**src/hdl/ship_fifo.sv**
```systemverilog
// Small register FIFO used between the front, the back and the result port.
module ship_fifo #(
   parameter int WIDTH = 8,
   parameter int DEPTH = 2
) (
   input  logic             clock,
   input  logic             reset,
   input  logic             push,
   input  logic [WIDTH-1:0] push_data,
   output logic             full,
   input  logic             pop,
   output logic [WIDTH-1:0] pop_data,
   output logic             empty
);

   localparam int AW = $clog2(DEPTH);
   localparam int CW = $clog2(DEPTH + 1);

   logic [WIDTH-1:0] slot_ff [DEPTH];
   logic [AW-1:0]    wr_ptr_ff, wr_ptr_in;
   logic [AW-1:0]    rd_ptr_ff, rd_ptr_in;
   logic [CW-1:0]    count_ff, count_in;
   logic             do_push, do_pop;

   assign full     = (count_ff == CW'(DEPTH));
   assign empty    = (count_ff == '0);
   assign do_push  = push && !full;
   assign do_pop   = pop && !empty;
   assign pop_data = slot_ff[rd_ptr_ff];

   always_comb begin
      wr_ptr_in = wr_ptr_ff;
      rd_ptr_in = rd_ptr_ff;
      count_in  = count_ff;
      if (do_push) begin
         wr_ptr_in = (wr_ptr_ff == AW'(DEPTH - 1)) ? '0 : wr_ptr_ff + 1'b1;
      end
      if (do_pop) begin
         rd_ptr_in = (rd_ptr_ff == AW'(DEPTH - 1)) ? '0 : rd_ptr_ff + 1'b1;
      end
      if (do_push && !do_pop) begin
         count_in = count_ff + 1'b1;
      end else if (do_pop && !do_push) begin
         count_in = count_ff - 1'b1;
      end
   end

   always_ff @(posedge clock) begin
      if (reset) begin
         wr_ptr_ff <= '0;
         rd_ptr_ff <= '0;
         count_ff  <= '0;
      end else begin
         wr_ptr_ff <= wr_ptr_in;
         rd_ptr_ff <= rd_ptr_in;
         count_ff  <= count_in;
      end
   end

   always_ff @(posedge clock) begin
      if (do_push) begin
         slot_ff[wr_ptr_ff] <= push_data;
      end
   end

endmodule

```
**config.mk**
```make
export PLATFORM = sky130hd
export DESIGN_NAME = ship_fifo
export DESIGN_NICKNAME = d
export VERILOG_FILES = /design/src/hdl/ship_fifo.sv
export SDC_FILE = /design/constraint.sdc
export NUM_CORES = 1
export LEC_CHECK = 0
export ABC_AREA = 1
export ABC_CLOCK_PERIOD_IN_PS = 1600
export BUFFER_PORTS_ARGS = -buffer_cell sky130_fd_sc_hd__buf_2
export CORE_AREA = 2 2 42 63
export CTS_CLUSTER_SIZE = 20
export DETAILED_ROUTE_END_ITERATION = 10
export DIE_AREA = 0 0 44 65
export GPL_TIMING_DRIVEN = 0
export MAX_ROUTING_LAYER = met4
export PLACE_DENSITY = 0.69
export SETUP_SLACK_MARGIN = 0.4
export SYNTH_ARGS = -nofsm -noshare
export SYNTH_HDL_FRONTEND = slang
export SYNTH_SLANG_ARGS = --single-unit
```
**constraint.sdc**
```tcl
create_clock -name clock -period 1.6 [get_ports clock]
set_clock_uncertainty 0.05 [all_clocks]
set_input_delay 0.24 -clock clock [delete_from_list [all_inputs] [get_ports clock]]
set_output_delay 0.24 -clock clock [all_outputs]
set_load 0.05 [all_outputs]
```
==> metrics.md, run 1 <==
| Metric | Value |
|---|---|
| Post-synth top flop | `edfxtp_1` |
| Worst r2r path cells | `8` |
| Max-cap violation count | `0` |
| Synth Net Count | `75` |
| Inserted Diodes | `0` |
| Largest area contributor in the netlist | `edfxtp_1` |
| Synth-to-Final Area Change | `47.43%` |
| Initial antenna violation count | `0` |
| Post-Layout Cell Count | `115` |
| Global route overflow | `0` |
| Clock Sinks | `21` |
| Slowest cell on crit path | `dfxtp_2` |
| Critical path required time | `1310 ps` |
| CP Max Fanout | `8` |
| Post-synthesis sequential area ratio | `70.09%` |
| Worst path max stage delay | `350 ps` |
| Final Routed Wirelength | `1.516 mm` |
| Pleak | `0.4975 nW` |
| Combinational share of power | `52.7%` |
| Worst Setup End Kind | `output pin` |
| Post-DR vias/cell | `4.757` |
| P_int | `1.308 mW` |
| Global-route wire length before repair | `2.325 mm` |
| NetSw | `0.8931 mW` |
| Period utilization | `95.43%` |
| Area contributors post-synth | `edfxtp_1 (58%), dfxtp_1 (12%), mux2_2 (11%)` |
| Vias | `547` |
| Status | `finished, final reports clean` |
| DR pass1 iterations | `4` |
| RSZ-0062 raised after global routing | `true` |
| Reg-to-Reg End | `count_ff[1]` |
| Placed insts | `107` |
| Setup violators final | `0` |
| Reg-to-reg setup timing slack | `250 ps` |
| Gr usage total | `11.54%` |
| Critical Path Start Type | `register` |
| Placer's final routability congestion estimate | `0.6169` |
| Synthesized area | `828.3 µm²` |
| Yosys cell types | `16` |
| Die height | `65 µm` |
| CTS tree | `done` |
| Number of global-route vias before repair | `550` |
| Worst-margin pin slew | `245.4 ps` |
| Fmax | `0.6549 GHz` |
| Die Width | `44 µm` |
| Sw frac | `40.57%` |
| Synth warn | `0` |
| Critical path arrival | `1240 ps` |
| Fin. max-slew vios | `0` |
| # DRC | `0` |
| Pin count of the biggest net entering global routing | `13` |
| Deepest clock path buffer count | `2` |
| Min-Delay Endpoint | `slot_ff[0][7]` |
| Hold Path Class | `primary input to register` |
| Port Buf Inserts | `21` |
| DIE AREA | `2860 µm²` |
| H-tree depth | `1` |
| Root Driver | `clkbuf_4` |
| Max-slew headroom | `83.60%` |
| Clk slew on worst S/H paths | `110 ps` |
| Flops & latches, synth | `21` |
| Worst path cell trace | `buf_8 > mux2_4 > buf_6` |
| Cell Pwr Density | `1803 nW/µm²` |
| Setup tns final | `0 ps` |
| Min Tclk post-route | `1527 ps` |
| Std-Cell Rows | `22` |
| Mean Syn Cell Area | `13.36 µm²` |
| TritonCTS Buffers | `3` |
| Post-synth EDFFs | `16` |
| DPL Wire Length | `990.8 µm` |
| I/O pin count | `22` |
| Initial core utilization | `34.99%` |
| ANT nets after route | `0` |
| Initial DRC count | `4` |
| Final hold viol count | `0` |
| Fraction of layout cells with a size suffix above 1 | `62.64%` |
| Worst skew pair latency | `290 ps` |
| Synth top cells by count | `edfxtp_1 (16), nor2_1 (9), mux2_2 (8)` |
| Share of synthesized flip-flops with an asynchronous set or reset | `0%` |
| Hold_sp | `push_data[7]` |
| Post-detailed-route wirelength per cell | `13.18 µm` |
| Reg2reg start | `count_ff[1]` |
| Core ar. | `2367 µm²` |
| Most numerous cell in the Yosys netlist | `edfxtp_1` |
| Seq pwr share | `36.3%` |
| Worst hold stages | `1` |
| # nets final | `105` |
| Yosys top cell area share | `58.01%` |
| Worst vdd rail ir drop | `0.001133 V` |
| Mapped Cells | `62` |
| Setup CP Type | `register to output pin` |
| Clock Power Share | `11.0%` |
flip-flops by register name (all words and copies together) (netlist names), named ones only:
name and cells:
wr_ptr_ff 1, rd_ptr_ff 1, slot_ff 16, count_ff 2
routing by layer:
| layer | vias up | GRT usage [%] | part of all wire [%] |
|---|---|---|---|
| met3 | 6 | 1.950 | 5.1 |
| li1 | 272 | - | - |
| met4 | 0 | 5.682 | 2.0 |
| met2 | 23 | 21.51 | 57 |
| met1 | 246 | 10.75 | 36 |
| met5 | - | - | 0 |
critical path: cells and delay by family (launching register included):
kind	cells	cell delay [ps]
buffers and inverters	2	290
flip-flops	1	350
multiplexers	1	310
worst max-delay path by stage:
stage,from,endpoint,slack [ps],cells after the start
4_1_cts,register,pop_data[5],60,3
5_1_grt,register,pop_data[4],20,3
6_report,register,pop_data[4],70,3
2_1_floorplan,count_ff[0],slot_ff[1][0],250,2
3_3_place_gp,count_ff[0],slot_ff[1][5],50,2
3_5_place_dp,count_ff[0],slot_ff[0][3],10,2
cell families after synthesis:
kind of cell	Yosys count	synth area share, %
AO/OA/AOI/OAI	6	4.531
adder cells (fa/ha/maj)	1	1.510
buffers and inverters	10	4.683
flip-flops	21	70.09
multiplexers	8	10.88
AND/OR/NAND/NOR	16	8.307
power groups by stage:
| stage | Combinational, mW | Clock, mW | Sequential [mW] |
|---|---|---|---|
| after floorplan | 0.693 | 0 | 0.759 |
| after global placement | 0.808 | 0 | 0.766 |
| after detailed placement | 0.831 | 0 | 0.775 |
| after CTS | 1.07 | 0.249 | 0.783 |
| after global routing | 1.23 | 0.274 | 0.810 |
| final | 1.16 | 0.242 | 0.799 |
through the flow:
stage          total power, mW  hold slack [ps]  area, µm²  utilization [%]  setup slack, ps
2_1_floorplan            1.453            288.9      879.6                -            248.3
3_3_place_gp             1.574            379.1       1015            42.86            54.24
3_5_place_dp             1.606            385.5       1015            42.86            10.81
4_1_cts                  2.098            72.40       1182            49.95            60.23
5_1_grt                  2.311            58.67       1221            51.59            24.64
6_report                 2.201            77.56       1221            51.59            73.08
final cells by class:
type	count	area [µm²]
plain buffers	1	15.01
clock buffers	3	22.52
clock inverters	1	5.005
fillers	215	1146
inverters	9	38.79
multi-input cells	31	311.5
flip-flops and latches	21	589.3
well taps	24	30.03
repair buffers	25	209.0
layout by cell type (no fill, tap or decap), drive strengths merged:
cell type / synthesis / final
nand2: 4 / 4
mux2: 8 / 8
a21oi: 1 / 1
nand3: 1 / 1
buf: 1 / 26
edfxtp: 16 / 16
dfxtp: 5 / 5
ha: 1 / 1
nor2: 9 / 9
nand4: 1 / 1
o21ai: 5 / 5
clkbuf: 0 / 3
and2: 1 / 1
clkinv: 0 / 1
inv: 9 / 9
what timing repair did:
action | 4_1_cts | 5_1_grt
setup buffers | 3 | 1
pin swaps | 5 | 3
hold buffers | 0 | 0
setup endpoints to repair | 28 | 28
gates resized for setup | 36 | 9
Power figures use the tool's default switching activity.
==> run 2, diff against run 1 <==
REMOVE_ABC_BUFFERS = 1   (was unset)
==> metrics.md, run 2 (synthesized netlist as in run 1, its figures left out) <==
| Metric | Value |
|---|---|
| Std-Cell Rows | `22` |
| Worst-margin pin slew | `263.4 ps` |
| Synth-to-Final Area Change | `45.17%` |
| Reg2reg start | `count_ff[0]` |
| Inserted Diodes | `0` |
| Initial DRC count | `8` |
| Reg-to-reg setup timing slack | `200 ps` |
| Status | `finished, final reports clean` |
| TritonCTS Buffers | `3` |
| Most frequent cells in the layout | `edfxtp_1 (16), buf_2 (11), buf_6 (11), mux2_4 (8), nor2_1 (5)` |
| DPL Wire Length | `940.5 µm` |
| Hold Path Class | `primary input to register` |
| # nets final | `105` |
| Pin count of the biggest net entering global routing | `13` |
| Largest register FFs | `16` |
| Worst path cell trace | `mux2_4 > buf_6` |
| ANT nets after route | `0` |
| Die Width | `44 µm` |
| Filler instances | `213` |
| Period utilization | `95.18%` |
| Vias | `540` |
| H-tree depth | `1` |
| Most common cell after layout, fill and taps aside | `edfxtp_1` |
| CTS tree | `done` |
| CP Max Fanout | `8` |
| Post-Layout Cell Count | `115` |
| Setup tns final | `0 ps` |
| Pleak | `0.4931 nW` |
| Placer's final routability congestion estimate | `0.7036` |
| Hold Buf Count CTS | `0` |
| # DRC | `0` |
| Seq pwr share | `37.7%` |
| Worst Path Buf+Inv | `1` |
| Biggest regs | `slot_ff x16, count_ff x2` |
| Die height | `65 µm` |
| Min Tclk post-route | `1523 ps` |
| Hold_sp | `push_data[0]` |
| Critical path required time | `1310 ps` |
| Final hold viol count | `0` |
| Core ar. | `2367 µm²` |
| Fin. max-slew vios | `0` |
| Worst path max stage delay | `460 ps` |
| Global-route wire length before repair | `2.477 mm` |
| Number of global-route vias before repair | `590` |
| Fmax | `0.6566 GHz` |
| Setup violators final | `0` |
| Pre-CTS WS | `-31.35 ps` |
| Critical Path Start Type | `register` |
| Max-slew headroom | `82.40%` |
| Final Routed Wirelength | `1.502 mm` |
| Initial antenna violation count | `0` |
| Worst skew pair latency | `300 ps` |
| RSZ-0062 raised after global routing | `true` |
| Clk slew on worst S/H paths | `120 ps` |
| Placed insts | `106` |
| Max-cap violation count | `0` |
| Post-DR vias/cell | `4.696` |
| DR pass1 iterations | `2` |
| Slowest cell on crit path | `dfxtp_4` |
| Slack of the critical path | `77.07 ps` |
| DIE AREA | `2860 µm²` |
| Min-Delay Endpoint | `slot_ff[0][0]` |
| Initial core utilization | `34.99%` |
| Cell Pwr Density | `1793 nW/µm²` |
| Sw frac | `40.71%` |
| Root Driver | `clkbuf_4` |
| Worst vdd rail ir drop | `0.001078 V` |
| Combinational share of power | `50.9%` |
| NetSw | `0.8778 mW` |
| CP delay by family, top | `flip-flops` |
| Clock Power Share | `11.5%` |
| Reg-to-Reg End | `count_ff[1]` |
| P_int | `1.279 mW` |
| Deepest clock path buffer count | `2` |
| Port Buf Inserts | `21` |
| Worst hold stages | `1` |
| I/O pin count | `22` |
| Global route overflow | `0` |
| Worst r2r path cells | `7` |
| Fraction of layout cells with a size suffix above 1 | `62.64%` |
| Critical path arrival | `1230 ps` |
| Post-detailed-route wirelength per cell | `13.06 µm` |
| Largest register by flop count | `slot_ff` |
| Clock Sinks | `21` |
| Worst Setup End Kind | `output pin` |
| Setup CP Type | `register to output pin` |
| Gr usage total | `12.33%` |
## run 2: layout make-up
class	instances	area, µm²	share of cell area (%)
clock inverters	1	5.005	0.4162
well taps	24	30.03	2.497
flip-flops and latches	21	589.3	49.01
multi-input cells	31	307.8	25.60
inverters	9	38.79	3.226
clock buffers	3	22.52	1.873
repair buffers	26	209.0	17.38
## run 2: power by group through the flow
stage / Combinational, mW / Clock (mW) / Sequential, mW
floorplan: 0.578 / 0 / 0.767
global placement: 0.689 / 0 / 0.782
detailed placement: 0.706 / 0 / 0.788
CTS: 1.06 / 0.253 / 0.810
global route: 1.17 / 0.282 / 0.826
finish: 1.10 / 0.247 / 0.812
## run 2: per-layer routing
metal | track usage [%] | wire length [µm] | vias up
met1 | 11.79 | 542 | 251
met5 | - | 0 | -
met2 | 22.43 | 878 | 15
li1 | - | - | 272
met4 | 7.955 | 23 | 0
met3 | 1.114 | 58 | 2
## run 2: worst max-delay path by stage
stage	from	slack [ps]	cells after the start	endpoint
2_1_floorplan	count_ff[1]	220	2	full
3_3_place_gp	count_ff[0]	30	2	slot_ff[1][7]
3_5_place_dp	count_ff[0]	-30	2	slot_ff[1][7]
4_1_cts	register	60	2	pop_data[4]
5_1_grt	register	20	2	pop_data[4]
6_report	register	80	2	pop_data[4]
## run 2: through the flow
stage | power [mW] | util (%) | area, µm² | hold WS [ps]
2_1_floorplan | 1.345 | - | 823.3 | 288.9
3_3_place_gp | 1.471 | 40.49 | 958.4 | 379.3
3_5_place_dp | 1.494 | 40.49 | 958.4 | 381.8
4_1_cts | 2.119 | 49.74 | 1177 | 59.85
5_1_grt | 2.276 | 50.79 | 1202 | 53.03
6_report | 2.156 | 50.79 | 1202 | 72.09
## run 2: what timing repair did
item                       4_1_cts  5_1_grt
cloned                           0        0
buffers inserted                 3        2
pin swaps                        5        3
resized for setup               52        2
setup endpoints to repair       28       28
