File: config.mk
export PLATFORM = sky130hd
export DESIGN_NAME = ship_front
export DESIGN_NICKNAME = d
export VERILOG_FILES = /design/src/hdl/ship_pkg.sv /design/src/hdl/ship_front.sv
export SDC_FILE = /design/constraint.sdc
export NUM_CORES = 1
export LEC_CHECK = 0
export BUFFER_PORTS_ARGS = -buffer_cell sky130_fd_sc_hd__buf_2
export CORE_UTILIZATION = 39
export DETAILED_ROUTE_END_ITERATION = 8
export GPL_ROUTABILITY_DRIVEN = 0
export GPL_TIMING_DRIVEN = 0
export HOLD_SLACK_MARGIN = 0.12
export PLACE_DENSITY = 0.76
export SYNTH_ARGS = -nofsm -noshare
export SYNTH_HDL_FRONTEND = slang
export SYNTH_SLANG_ARGS = --single-unit
File: constraint.sdc
create_clock -name clock -period 2.11 [get_ports clock]
set_clock_uncertainty 0.2 [all_clocks]
set_input_delay 0.422 -clock clock [delete_from_list [all_inputs] [get_ports clock]]
set_output_delay 0.422 -clock clock [all_outputs]
set_load 0.01 [all_outputs]
File: src/hdl/ship_pkg.sv
// Shared types, widths and state codes for the signature-trained replacement block.
package ship_pkg;

   localparam int SET_IDX_W = 10;
   localparam int WAY_IDX_W = 4;
   localparam int SIG_IN_W  = 14;

   typedef struct packed {
      logic [SET_IDX_W-1:0] set_rem;
      logic                 hit;
      logic [WAY_IDX_W-1:0] hit_way;
      logic [SIG_IN_W-1:0]  signature;
   } req_type;

   typedef struct packed {
      logic [WAY_IDX_W-1:0] victim_way;
      logic                 was_miss;
      logic                 inserted_distant;
   } rsp_type;

   typedef enum logic [2:0] {
      ST_CLEAR,
      ST_IDLE,
      ST_ROW,
      ST_SCAN,
      ST_AGE,
      ST_HIT_CNT,
      ST_MISS_DEC,
      ST_MISS_INS
   } back_state_type;

endpackage

File: src/hdl/ship_front.sv
// Front stage: accept a transaction and reduce its set index modulo SETS.
module ship_front import ship_pkg::*; #(
   parameter int SETS = 1024
) (
   input  logic                 clock,
   input  logic                 reset,
   input  logic                 push,
   output logic                 full,
   input  logic [SET_IDX_W-1:0] set_index,
   input  logic                 hit,
   input  logic [WAY_IDX_W-1:0] hit_way,
   input  logic [SIG_IN_W-1:0]  signature,
   output logic                 q_push,
   output req_type              q_item,
   input  logic                 q_full
);

   localparam int RECIP_SH = 24;
   localparam int PW       = SET_IDX_W + RECIP_SH + 1;
   localparam int QW       = SET_IDX_W + 13;
   localparam logic [RECIP_SH:0] RECIP = (RECIP_SH + 1)'((1 << RECIP_SH) / SETS + 1);

   logic                 busy_ff, busy_in;
   req_type              item_ff, item_in;
   logic [SET_IDX_W-1:0] quot_ff, quot_in;
   logic [PW-1:0]        prod;
   logic [QW-1:0]        qmul;

   assign full = busy_ff;
   assign prod = PW'(set_index) * PW'(RECIP);
   assign qmul = QW'(quot_ff) * QW'(SETS);

   always_comb begin
      q_item         = item_ff;
      q_item.set_rem = SET_IDX_W'(QW'(item_ff.set_rem) - qmul);
   end

   always_comb begin
      busy_in = busy_ff;
      item_in = item_ff;
      quot_in = quot_ff;
      q_push  = 1'b0;
      if (!busy_ff) begin
         if (push) begin
            busy_in           = 1'b1;
            item_in.set_rem   = set_index;
            item_in.hit       = hit;
            item_in.hit_way   = hit_way;
            item_in.signature = signature;
            quot_in           = prod[RECIP_SH +: SET_IDX_W];
         end
      end else if (!q_full) begin
         q_push  = 1'b1;
         busy_in = 1'b0;
      end
   end

   always_ff @(posedge clock) begin
      if (reset) begin
         busy_ff <= 1'b0;
      end else begin
         busy_ff <= busy_in;
      end
   end

   always_ff @(posedge clock) begin
      item_ff <= item_in;
      quot_ff <= quot_in;
   end

endmodule

==> summary.txt, run 1 <==
Clock network
  – Clock Sinks: 30
  – H-tree depth: 2
  – CTS tree: done
  – Worst-skew pair later-pin latency: 0.31 ns
  – CTS buffer count: 5
  – CTS max path bufs: 2
  – Clock transition at the registers of the reported paths: 0.09 ns
  – Root Driver: clkbuf_4

Power and ir drop
  – Int Power: 901 uW
  – Sequential Power Share: 61.6%
  – Leakage: 0.000704 uW
  – Combinational group share of total power: 12.4%
  – Clk pwr share: 26.0%
  – Sw Share: 21.1%
  – Switching power: 242 uW
  – Pwr dens: 706 nW/um2
  – Peak supply drop: 0.584 mV

Setup path
  – Crit Path Max Fanout: 29
  – Reg2reg setup slack: 0.22 ns
  – Worst Setup Start Kind: flop
  – Source of the critical timing path: full$_SDFF_PP0_
  – Cell breakdown of the critical path: and2b_1
  – Worst r2r src: full$_SDFF_PP0_
  – Worst Setup Path Type: reg2reg
  – FF-to-FF path depth: 1
  – Slowest cell on the critical path: and2b_1
  – Arrival @ worst endpoint: 1.62 ns
  – Crit path required time: 1.83 ns
  – R2R Path End: q_item[0]$_DFFE_PP_
  – Max stage delay on crit path: 0.95 ns
  – Cell family with most CP delay: simple AND/OR/NAND/NOR gates
  – CP endpoint kind: flop
  – Crit path buf inv count: 0

Hold path
  – Worst Hold End: full$_SDFF_PP0_
  – Hold_sp: push
  – Hold Path Class: in2reg
  – Hold Path Stages: 3

Synthesis
  – FF+latch count, synth: 30
  – Register area share after synthesis: 97.0%
  – Area leader, netlist: edfxtp_1
  – Syn_nets: 67
  – Synth Cell Area: 918 um2
  – Synth area leaders: edfxtp_1, dfxtp_1, mux2i_1
  – Yosys warnings: 0
  – Post-Syn Area per Cell: 27.0 um2
  – Synth top area share: 94.8%
  – Synth Instances: 34
  – Synth unique cells: 6

Detailed routing
  – Routed wl met3: 176 um
  – Drt wl/cell: 12.3 um
  – Detailed-route vias per instance: 4.41
  – Routed Antenna Nets: 0
  – Post-route DRC: 0
  – First-pass DRT Iterations: 4
  – Iter 0 DRT Violations: 15
  – Met2 routed WL: 1.02 mm
  – Detailed-route via count: 719
  – Post-Route WL: 2.00 mm
  – Top sig layer: met4
  – WL met1: 767 um

Floorplan
  – # IOs: 64
  – Die Span X: 50.5 um
  – Initial core utilization: 41.5%
  – Core area: 2210 um2
  – # rows: 17
  – DIE AREA: 2550 um2
  – Height of the die: 50.5 um

Finish
  – Storage element area: 891 um2
  – Ant diodes: 0
  – Final nets: 167
  – Area Growth Syn to Fin: 76.3%
  – Layout cells sized above 1: 51.1%
  – Final instance area: 1620 um2
  – Fillcell total: 155
  – Area of the multi-input gates: 27.5 um2

Place
  – DP Worst Slack: 0.108 ns
  – Post-DP Area: 1270 um2
  – IO Port Bufs: 63

Timing
  – Fin crit period: 1.89 ns
  – Final hold violations: 0
  – Max frequency: 529 MHz
  – Slew Limit Headroom: 25.1%
  – Final setup vio count: 0
  – Fin crit share: 89.6%
  – Slew @ Worst Pin: 1.12 ns
  – RSZ-0062 raised after global routing: no
  – TNS Setup: 0 ns
  – Setup WS post-layout: 0.220 ns
  – Slew Limit Fails: 0

Run status
  – Status: finished, final reports clean

Global routing
  – Tot GR Track Use: 17.4%
  – Vias in the first global route: 715
  – Pin count of the biggest net entering global routing: 30
  – Initial antenna violation count: 0
  – First-pass GRT wire length: 2.97 mm
  – Total gr overflow: 0

Flow run
  – Max Cap Viol: 0
==> cell usage in the layout (no fill, tap or decap) <==
cell           count
clkinv_2           1
clkbuf_1           1
dlygate4sd3_1     30
clkbuf_4           5
dfxtp_1            1
nor2b_1            1
nor2_1             1
buf_2             63
and2b_1            1
mux2i_1            1
clkinv_1           1
edfxtp_1          29
==> flip-flops by register name (all words and copies together), names as in the netlist <==
register / cells
q_item: 19
item_ff: 10
full: 1
==> power groups by stage <==
stage | combinational (uW) | sequential, uW | clock, uW
after floorplan | 14.7 | 737 | 0
after global placement | 95.2 | 716 | 0
after detailed placement | 97.3 | 718 | 0
after CTS | 140 | 704 | 305
after global routing | 152 | 708 | 329
final | 142 | 704 | 297
==> kinds of logic (layout without fill, tap and decap cells) <==
| kind of cell | after synthesis | in the layout | synth area share (%) |
|---|---|---|---|
| AND/OR/NAND/NOR | 3 | 3 | 1.91 |
| multiplexers | 1 | 1 | 1.09 |
| buffers and inverters | 0 | 101 | 0 |
| flip-flops | 30 | 30 | 97.0 |
==> timing repair <==
item	4_1_cts	5_1_grt
setup endpoints to repair	0	0
hold buffers	30	0
hold endpoints to repair	30	0
buffers inserted	0	0
gates resized for setup	0	0
==> Yosys cell counts <==
| cell | instances |
|---|---|
| nor2b_1 | 1 |
| nor2_1 | 1 |
| and2b_1 | 1 |
| dfxtp_1 | 1 |
| edfxtp_1 | 29 |
| mux2i_1 | 1 |
==> final cells by class <==
cell class | instances | share of cell area [%]
clock inverter | 2 | 0.541
multi-input combinational | 4 | 1.70
tap | 28 | 2.16
clock buffer | 6 | 2.55
timing repair buffer | 93 | 38.0
sequential | 30 | 55.0
==> how the worst max path moves through the flow <==
stage,slack [ns],cells after the start,to
floorplan,0.40,1,item_ff[19]$_DFFE_PP_
detailed placement,0.11,2,item_ff[21]$_DFFE_PP_
finish,0.22,1,q_item[0]$_DFFE_PP_
global placement,0.15,2,item_ff[19]$_DFFE_PP_
global route,0.11,1,item_ff[21]$_DFFE_PP_
CTS,0.19,1,q_item[0]$_DFFE_PP_
==> layer usage <==
| layer | vias to the layer above | track usage, % |
|---|---|---|
| met2 | 49 | 29.6 |
| met4 | 0 | 11.1 |
| met1 | 329 | 18.0 |
| met3 | 5 | 6.06 |
| met5 | - | 0 |
| li1 | 336 | - |
==> through the flow <==
step	hold slack, ns	util (%)	power [uW]	instances
2_1_floorplan	0.294	-	752	34
3_3_place_gp	0.334	57.4	811	125
3_5_place_dp	0.374	57.4	815	125
4_1_cts	0.172	73.2	1150	163
5_1_grt	0.172	73.2	1190	163
6_report	0.186	73.2	1140	163
(Power assumes the default switching activity.)
==> inputs of run 2 (changes only) <==
- CORE_UTILIZATION: 39 -> 35
- GPL_TIMING_DRIVEN: 0 -> not set
- PLACE_DENSITY: 0.76 -> 0.7
==> run 2 against run 1 <==
  * Routed wire length rose by 0.50%
  * Largest power group unchanged
  * Core utilization fell by 7.1 points
  * Largest cell class unchanged
  * Flip-flop and latch count did not move
  * Clock power rose by 2%
  * Critical path depth rose by 1
  * Global-route usage fell by 1.8 points
  * Non-clock buffer count rose by 2
  * Maximum frequency rose by 18%
  * Power rose by 0.82%
  * Clock-buffer cell count did not move
==> summary.txt, run 2 (synthesis gave the netlist of run 1 again) <==
Run status
  – Status: finished, final reports clean

Floorplan
  – Initial core utilization: 37.1%
  – # IOs: 64
  – Height of the die: 53.2 um
  – Core area: 2480 um2
  – # rows: 18
  – DIE AREA: 2830 um2
  – Die Span X: 53.2 um

Timing
  – Fin crit period: 1.61 ns
  – Final setup vio count: 0
  – Slew Limit Headroom: 82.1%
  – Slew @ Worst Pin: 0.269 ns
  – Max frequency: 622 MHz
  – Final hold violations: 0
  – Slew Limit Fails: 0
  – RSZ-0062 raised after global routing: no
  – Fin crit share: 76.2%
  – TNS Setup: 0 ns

Power and ir drop
  – Pwr dens: 704 nW/um2
  – Sequential Power Share: 61.0%
  – Switching power: 249 uW
  – Combinational group share of total power: 12.6%
  – Leakage: 0.000714 uW
  – Clk pwr share: 26.4%
  – Peak supply drop: 0.587 mV
  – Power Total: 1150 uW
  – Int Power: 904 uW
  – Sw Share: 21.6%

Setup path
  – Arrival @ worst endpoint: 0.99 ns
  – FF-to-FF path depth: 2
  – Worst Setup Path Type: reg2out
  – Cell breakdown of the critical path: nor2b_1 > buf_2
  – Reg2reg setup slack: 0.63 ns
  – Crit Path Max Fanout: 4
  – Slowest cell on the critical path: dfxtp_1
  – Worst Setup Start Kind: flop
  – Max stage delay on crit path: 0.40 ns
  – Crit path required time: 1.49 ns
  – CP endpoint kind: output pin

Detailed routing
  – Post-route DRC: 0
  – Iter 0 DRT Violations: 5
  – Detailed-route vias per instance: 4.22
  – Post-Route WL: 2.01 mm
  – Drt wl/cell: 12.0 um
  – Routed Antenna Nets: 0
  – Detailed-route via count: 704
  – First-pass DRT Iterations: 2

Finish
  – Largest register FFs: 19
  – Core Util, Final: 66.1%
  – Layout cells sized above 1: 51.8%
  – Most common cell after layout, fill and taps aside: buf_2
  – Most frequent cells in the layout: buf_2, dlygate4sd3_1, edfxtp_1, clkbuf_4, buf_4
  – Final nets: 169
  – Fillcell total: 183
  – Final instance area: 1640 um2
  – Area Growth Syn to Fin: 78.2%
  – Non-filler cells, final: 167
  – Ant diodes: 0

Clock network
  – Worst-skew pair later-pin latency: 0.31 ns
  – Root Driver: clkbuf_4
  – Post-CTS setup buffer count: 0
  – Clock Sinks: 30
  – Cts repair resizes: 0
  – Clock transition at the registers of the reported paths: 0.08 ns
  – CTS tree: done
  – CTS max path bufs: 2
  – CTS Hold Bufs: 30
  – CTS buffer count: 5
  – H-tree depth: 2

Flow run
  – Max Cap Viol: 0

Hold path
  – Hold Path Class: in2reg
  – Hold Path Stages: 3

Place
  – Dpl hpwl: 1.15 mm
  – Post-DP Area: 1290 um2
  – Dpl cells: 129
  – IO Port Bufs: 63

Global routing
  – Total gr overflow: 0
  – Pin count of the biggest net entering global routing: 14
  – First-pass GRT wire length: 2.91 mm
  – Initial antenna violation count: 0
  – Vias in the first global route: 692
  – Tot GR Track Use: 15.6%
[run 2: cell count changes in the layout (fill, tap and decap cells not counted)]
cell   previous run  this run
buf_4             0         2
[run 2: final timing paths]
kind | endpoint | startpoint
worst min register to register | full$_SDFF_PP0_ | full$_SDFF_PP0_
worst min-delay path | full$_SDFF_PP0_ | q_full
worst max register to register | q_item[11]$_DFFE_PP_ | full$_SDFF_PP0_
worst max-delay path | q_push | full$_SDFF_PP0_
[run 2: worst max-delay path: cells and delay by family, from the launching register on]
family	cells	cell delay, ns
DFF	1	0.40
buffers and inverters	1	0.13
and+or+nand+nor	1	0.14
[run 2: area by class of cell]
| class | instances | area, um2 | share of cell area (%) |
|---|---|---|---|
| Timing Repair Buffer | 95 | 631 | 38.5 |
| Clock inverter | 2 | 8.76 | 0.535 |
| Multi-Input combinational cell | 4 | 27.5 | 1.68 |
| Sequential cell | 30 | 891 | 54.4 |
| Clock buffer | 6 | 41.3 | 2.52 |
| Tap cell | 30 | 37.5 | 2.29 |
[run 2: power by group through the flow]
stage                     Combinational [uW]  Clock [uW]  Sequential [uW]
after floorplan                         14.7           0              737
after global placement                  99.8           0              716
after detailed placement                 102           0              717
after CTS                                144         311              704
after global routing                     157         340              707
final                                    145         304              703
[run 2: metal layers]
layer / up-vias / GRT usage [%] / part of all wire [%]
li1: 337 / - / -
met1: 317 / 16.6 / 38
met2: 46 / 24.8 / 49
met3: 4 / 8.33 / 11
met4: 0 / 7.89 / 1.3
met5: - / 0 / 0
[run 2: metrics by stage]
stage / hold slack, ns / setup slack, ns
finish: 0.196 / 0.502
global route: 0.217 / 0.424
CTS: 0.156 / 0.492
detailed placement: 0.365 / 0.524
global placement: 0.331 / 0.554
floorplan: 0.294 / 0.402
